**config.mk**
```make
export PLATFORM = sky130hd
export DESIGN_NAME = crfe_ctrl
export DESIGN_NICKNAME = d
export VERILOG_FILES = /design/src/crfe_pkg.sv /design/src/crfe_ctrl.sv
export SDC_FILE = /design/constraint.sdc
export NUM_CORES = 1
export LEC_CHECK = 0
export ABC_CLOCK_PERIOD_IN_PS = 2200
export BUFFER_PORTS_ARGS = -buffer_cell sky130_fd_sc_hd__buf_2
export CORE_MARGIN = 2
export CORE_UTILIZATION = 50
export CTS_CLUSTER_SIZE = 10
export DETAILED_ROUTE_END_ITERATION = 7
export PLACE_DENSITY = 0.77
export SYNTH_ARGS = -nofsm -noshare
export SYNTH_HDL_FRONTEND = slang
export SYNTH_SLANG_ARGS = --single-unit
```
**constraint.sdc**
```tcl
create_clock -name clk -period 2.2 [get_ports clk]
set_input_delay 0.11 -clock clk [delete_from_list [all_inputs] [get_ports clk]]
set_output_delay 0.11 -clock clk [all_outputs]
set_load 0.1 [all_outputs]
```
**src/crfe_pkg.sv**
```systemverilog
// shared types, codes and helpers of the clipped rectangle fill engine
`default_nettype none
package crfe_pkg;

	localparam int DEF_MAX_WIDTH  = 64;
	localparam int DEF_MAX_HEIGHT = 64;
	localparam int DIM_W          = 7;
	localparam int CNT_W          = 13;
	localparam logic [DIM_W-1:0] DIM_RESET = 7'd64;
	localparam logic [CNT_W-1:0] CNT_MAX   = '1;

	localparam logic [2:0] OP_CLEAR  = 3'd0;
	localparam logic [2:0] OP_HLINE  = 3'd1;
	localparam logic [2:0] OP_VLINE  = 3'd2;
	localparam logic [2:0] OP_RECT   = 3'd3;
	localparam logic [2:0] OP_FRAME  = 3'd4;
	localparam logic [2:0] OP_COPY   = 3'd5;
	localparam logic [2:0] OP_READ   = 3'd6;
	localparam logic [2:0] OP_UNUSED = 3'd7;

	localparam logic [2:0] FRAME_LAST_SEG = 3'd4;

	localparam logic REG_WIDTH  = 1'b0;
	localparam logic REG_HEIGHT = 1'b1;

	typedef enum logic [3:0] {
		SEG_CLEAR,
		SEG_HLINE,
		SEG_VLINE,
		SEG_RECT,
		SEG_FR_FILL,
		SEG_FR_LEFT,
		SEG_FR_RIGHT,
		SEG_FR_TOP,
		SEG_FR_BOT,
		SEG_COPY,
		SEG_READ
	} seg_kind_t;

	typedef struct packed {
		logic      capture;
		logic      load;
		seg_kind_t kind;
		logic      write;
		logic      wr_copy;
		logic      read;
		logic      finish;
	} cmd_t;

	typedef struct packed {
		logic [2:0] opcode;
		logic       empty;
		logic       last;
	} status_t;

	function automatic seg_kind_t seg_kind(input logic [2:0] op, input logic [2:0] idx);
		seg_kind_t k;
		k = SEG_CLEAR;
		case (op)
			OP_CLEAR: k = SEG_CLEAR;
			OP_HLINE: k = SEG_HLINE;
			OP_VLINE: k = SEG_VLINE;
			OP_RECT:  k = SEG_RECT;
			OP_FRAME: begin
				case (idx)
					3'd0:    k = SEG_FR_FILL;
					3'd1:    k = SEG_FR_LEFT;
					3'd2:    k = SEG_FR_RIGHT;
					3'd3:    k = SEG_FR_TOP;
					default: k = SEG_FR_BOT;
				endcase
			end
			OP_COPY:  k = SEG_COPY;
			OP_READ:  k = SEG_READ;
			default:  k = SEG_CLEAR;
		endcase
		return k;
	endfunction

endpackage
`default_nettype wire

```
**src/crfe_ctrl.sv**
```systemverilog
// command sequencer: walks the segments of a command and drives the datapath
`default_nettype none
module crfe_ctrl (
	input  wire logic             clk,
	input  wire logic             arst_n,
	input  wire logic             in_valid,
	output logic                  in_ready,
	output logic                  out_valid,
	input  wire logic             out_ready,
	input  wire crfe_pkg::status_t status,
	output crfe_pkg::cmd_t        cmd
);
	import crfe_pkg::*;

	typedef enum logic [6:0] {
		ST_IDLE  = 7'b0000001,
		ST_START = 7'b0000010,
		ST_FILL  = 7'b0000100,
		ST_CP_RD = 7'b0001000,
		ST_CP_WR = 7'b0010000,
		ST_RD    = 7'b0100000,
		ST_DONE  = 7'b1000000
	} state_t;

	state_t     state_q, state_d;
	logic [2:0] seg_idx_q, seg_idx_d;
	logic       out_valid_q;
	logic       more_segs;

	assign in_ready  = (state_q == ST_IDLE);
	assign out_valid = out_valid_q;
	assign more_segs = (status.opcode == OP_FRAME) && (seg_idx_q != FRAME_LAST_SEG);

	always_comb begin
		state_d   = state_q;
		seg_idx_d = seg_idx_q;
		cmd       = '0;
		cmd.kind  = seg_kind(status.opcode, seg_idx_q);
		case (state_q)
			ST_IDLE: begin
				if (in_valid) begin
					cmd.capture = 1'b1;
					seg_idx_d   = 3'd0;
					state_d     = ST_START;
				end
			end
			ST_START: begin
				cmd.load = 1'b1;
				case (status.opcode)
					OP_CLEAR, OP_HLINE, OP_VLINE, OP_RECT, OP_FRAME: state_d = ST_FILL;
					OP_COPY: state_d = ST_CP_RD;
					OP_READ: state_d = ST_RD;
					default: begin
						cmd.load = 1'b0;
						state_d  = ST_DONE;
					end
				endcase
			end
			ST_FILL: begin
				if (status.empty || status.last) begin
					if (more_segs) begin
						seg_idx_d = seg_idx_q + 3'd1;
						state_d   = ST_START;
					end else begin
						state_d = ST_DONE;
					end
				end
				cmd.write = !status.empty;
			end
			ST_CP_RD: begin
				if (status.empty) begin
					state_d = ST_DONE;
				end else begin
					cmd.read = 1'b1;
					state_d  = ST_CP_WR;
				end
			end
			ST_CP_WR: begin
				cmd.write   = 1'b1;
				cmd.wr_copy = 1'b1;
				state_d     = status.last ? ST_DONE : ST_CP_RD;
			end
			ST_RD: begin
				cmd.read = !status.empty;
				state_d  = ST_DONE;
			end
			ST_DONE: begin
				if (!out_valid_q || out_ready) begin
					cmd.finish = 1'b1;
					state_d    = ST_IDLE;
				end
			end
			default: state_d = ST_IDLE;
		endcase
	end

	always_ff @(posedge clk or negedge arst_n) begin
		if (!arst_n) begin
			state_q     <= ST_IDLE;
			seg_idx_q   <= 3'd0;
			out_valid_q <= 1'b0;
		end else begin
			state_q   <= state_d;
			seg_idx_q <= seg_idx_d;
			if (cmd.finish) begin
				out_valid_q <= 1'b1;
			end else if (out_ready) begin
				out_valid_q <= 1'b0;
			end
		end
	end

endmodule
`default_nettype wire

```
-- After elaboration in Yosys (flattened, before gate mapping)
Index checks and enable logic that the tools add are counted.
- add/subtract/negate cells: 1
- equality and inequality tests: 21
- mux-type cells: 26
- reduce and logical (&&, ||, !) cells: 13
- operators by type and width (operator ; count):
    $pmux 7 s7 ; 1
    $mux 7 ; 6
    $pmux 4 s6 ; 1
    $pmux 7 s3 ; 1
    $pmux 4 s4 ; 1
    $eq 3x2->1 const B ; 4
    $mux 1 ; 10
    $eq 3x3->1 const B ; 3
    $mux 3 ; 3
    $ne 2x2->1 const B ; 4
    $eq 7x1->1 const B ; 1
    $eq 7x2->1 const B ; 1
    $eq 7x3->1 const B ; 1
    $eq 7x4->1 const B ; 1
    $eq 7x5->1 const B ; 1
    $eq 7x6->1 const B ; 1
    $eq 7x7->1 const B ; 1
    $reduce_or 7->1 ; 1
    $eq 3x1->1 const B ; 2
    $logic_not 3->1 ; 2
    $pmux 3 s2 ; 1
    $reduce_or 5->1 ; 1
    $pmux 1 s2 ; 2
    $reduce_and 4->1 ; 1
    7 further kinds ; 10
- flip-flop bits (word level): 11
- input port bits: 9
- output and inout port bits: 12
- word-level logic and storage cells: 64

-- Depth between registers and ports, before layout
- depth after elaboration: 5
- depth in mapped cells: 6
- mapped depth without buffers: 6

-- Worst setup path after synthesis
Ideal clock, no wire load.
- path type: register to output
- start point: reg state_q[0]
- end point: out cmd[1] in the netlist's numbering
- arrival time: 3.997 ns
- data required time: 2.090 ns
- path slack: -1.907 ns
- stages on the path, launching flop included: 4
- buffers on the path: 1
- path through: dfstp_2 > clkbuf_1 > or4_1 > nor4_1
- RTL lines (item ; RTL line ; source):
    start, declared ; crfe_ctrl.sv:25 ; state_t state_q, state_d;
    start signal, assigned ; crfe_ctrl.sv:103 ; state_q <= state_d;
    end, declared ; crfe_ctrl.sv:11 ; output crfe_pkg::cmd_t cmd

==> out/summary.txt <==
status: completed
die height: 46.3 microns
clock latency on the worst-skew pair: 0.28 ns
GPL Wtd Cong: 0.912
Yosys reg bits: 11
Async SR Flop Fraction: 100%
I/O Pins: 21
final period utilization: 96.5%
Final Cell Area: 1130 sq um
most common cell after layout, fill and taps aside: buf_2
RSZ-0062 raised after global routing: no
Final Total Pwr: 1140 uW
critical path data arrival time: 2.01 ns
startpoint types: register
Yosys warnings: 0
largest net degree at the start of global routing: 14
mapped cell area: 893 sq um
DRC violations left: 0
CTS tree: done
headroom to the max-slew limit: 67.3%
Yosys top cell by area: dfrtp_1
Vias/cell: 5.84
Worst Path Required: 2.09 ns
Slew Viols, Final: 0
fill count: 148
share of the synthesized area in the top cell type: 28.0%
Post-synth EDFFs: 0
CP Max Fanout: 10
Final ANT Viol Nets: 0
CP Capture Type: output pin
proportion of layout cells with a drive suffix above 1: 30.7%
max-cap viol count: 0
HP Class: in -> reg
final setup vio count: 0
Clock Skew: 0.00527 ns
vias in the first global route: 812
setup tns final: 0 ns
drt wl/cell: 14.4 microns
die width: 46.3 microns
n_diodes: 0
post-route insts no fill: 152
worst hold slack: 0.113 ns
H-tree depth: 1
first-pass GRT wire length: 3530 microns
leakage power: 0.000509 uW
Core ar.: 1710 sq um
Syn-to-layout area delta: 26.8%
P per Cell Area: 1000 nW/um^2
final worst path period need: 2.12 ns
Mapped Avg Cell Area: 8.27 sq um
Crit Path Category: reg -> out
via count: 888
Seq/Total Area, Yosys: 31.0%
Clock Tree Buf Depth: 2
Clock Sinks: 11
post-CTS setup buffers: 0
dominant synthesized flop cell: dfrtp_1
initial antenna violation count: 0
Port Buffers: 20
VDD IR-drop max: 842 uV
clk root buf: clkbuf_4
total gr overflow: 0
Final Hold Vio Count: 0
area of the die: 2140 sq um
fmax: 471 MHz
starting density of the core: 52.3%
synth unique cells: 40
post-synthesis net count: 121
Inst Count DP: 147
gr usage total: 23.1%
DR pass1 iterations: 4
most frequent cells in the layout: buf_2 (17), nor2_1 (12), nand2_1 (11)
Num CTS Buffers: 3
post-DP HPWL: 1580 microns
Iter 0 DRT Violations: 25
top cells by area, synth: dfrtp_1 (28%), nor2_1 (5.9%), ha_1 (5.6%)
Worst-Margin Slew: 0.494 ns
Syn Inst Count: 108
Area after DPL: 1100 sq um
# rows: 15
# nets final: 141
Worst-path clk slew: 0.08 ns
final wirelength: 2200 microns
[stage by stage]
stage          utilization [%]  setup slack [ns]
2_1_floorplan                -            -0.112
3_3_place_gp              64.2             0.285
3_5_place_dp              64.2             0.209
4_1_cts                   66.3            0.0850
5_1_grt                   66.3           0.00817
6_report                  66.3            0.0771
[cell families (layout without fill, tap and decap cells)]
kind of cell,count (synthesis),count (layout),share of synthesized area [%]
buffers and inverters,14,33,7.84
and+or+nand+nor,56,56,35.7
xor gates and xnor gates,2,2,1.96
AOI/OAI and AO/OA,18,18,14.3
DFF,11,11,31.0
adders and majority gates,4,4,5.60
muxes,3,3,3.64
[critical path, cell delays in order (launching register included)]
cell     delay [ns]
dfrtp_1        0.48
or4_4          0.59
nor2_4         0.11
and2_4         0.13
buf_2          0.41
[layout make-up]
cell class              instances  area (sq um)  share of cell area [%]
well taps                      25          31.3                    2.76
repair buffers                 25           185                    16.4
multi-input cells              83           598                    52.8
clock buffers                   4          26.3                    2.32
inverters                       4          15.0                    1.33
flip-flops and latches         11           277                    24.4
[final timing paths]
check,from,depth (start not counted),slack (ns),end
max,state_q[5],4,0.08,cmd[9]
min,in_valid,3,0.11,state_q[0]
max reg2reg,seg_idx_q[0],6,0.21,seg_idx_q[0]
min reg2reg,out_valid,2,0.56,out_valid
max in group asynchronous,arst_n,2,1.69,state_q[0]
min in group asynchronous,arst_n,2,0.24,out_valid
[flip-flops by register name (all words and copies together), names as in the netlist]
signal	count
out_valid	1
seg_idx_q	3
state_q	7
[cell usage after synthesis, types with 2 or more instances]
library cell	count
a2111oi_0	2
a211oi_1	3
buf_2	2
buf_6	2
clkbuf_1	6
dfrtp_1	10
ha_1	4
inv_1	4
mux2_1	2
nand2_1	11
nand2b_1	2
nand3_1	3
nand3b_1	2
nand4_1	2
nand4b_1	3
nor2_1	14
nor3_1	5
nor4_1	3
o21ai_0	5
o22ai_1	2
or3_1	2
[layer usage]
metal	vias to the layer above	track usage [%]	share of wire (%)
li1	432	-	-
met1	429	29.5	43
met2	24	38.3	53
met3	3	3.92	3.3
met4	0	9.14	0.87
met5	-	0	0
[power breakdown]
part	leakage (uW)	switching, uW	internal (uW)
Clock	0.0000150	78.3	70.4
Combinational	0.000346	481	196
Sequential	0.000149	69.3	242
Total	0.000509	629	509
[what timing repair did]
action	4_1_cts	5_1_grt
hold endpoints to repair	11	0
hold buffers	1	0
gates resized for setup	0	0
Note: power is estimated with default switching activity, not from simulation.
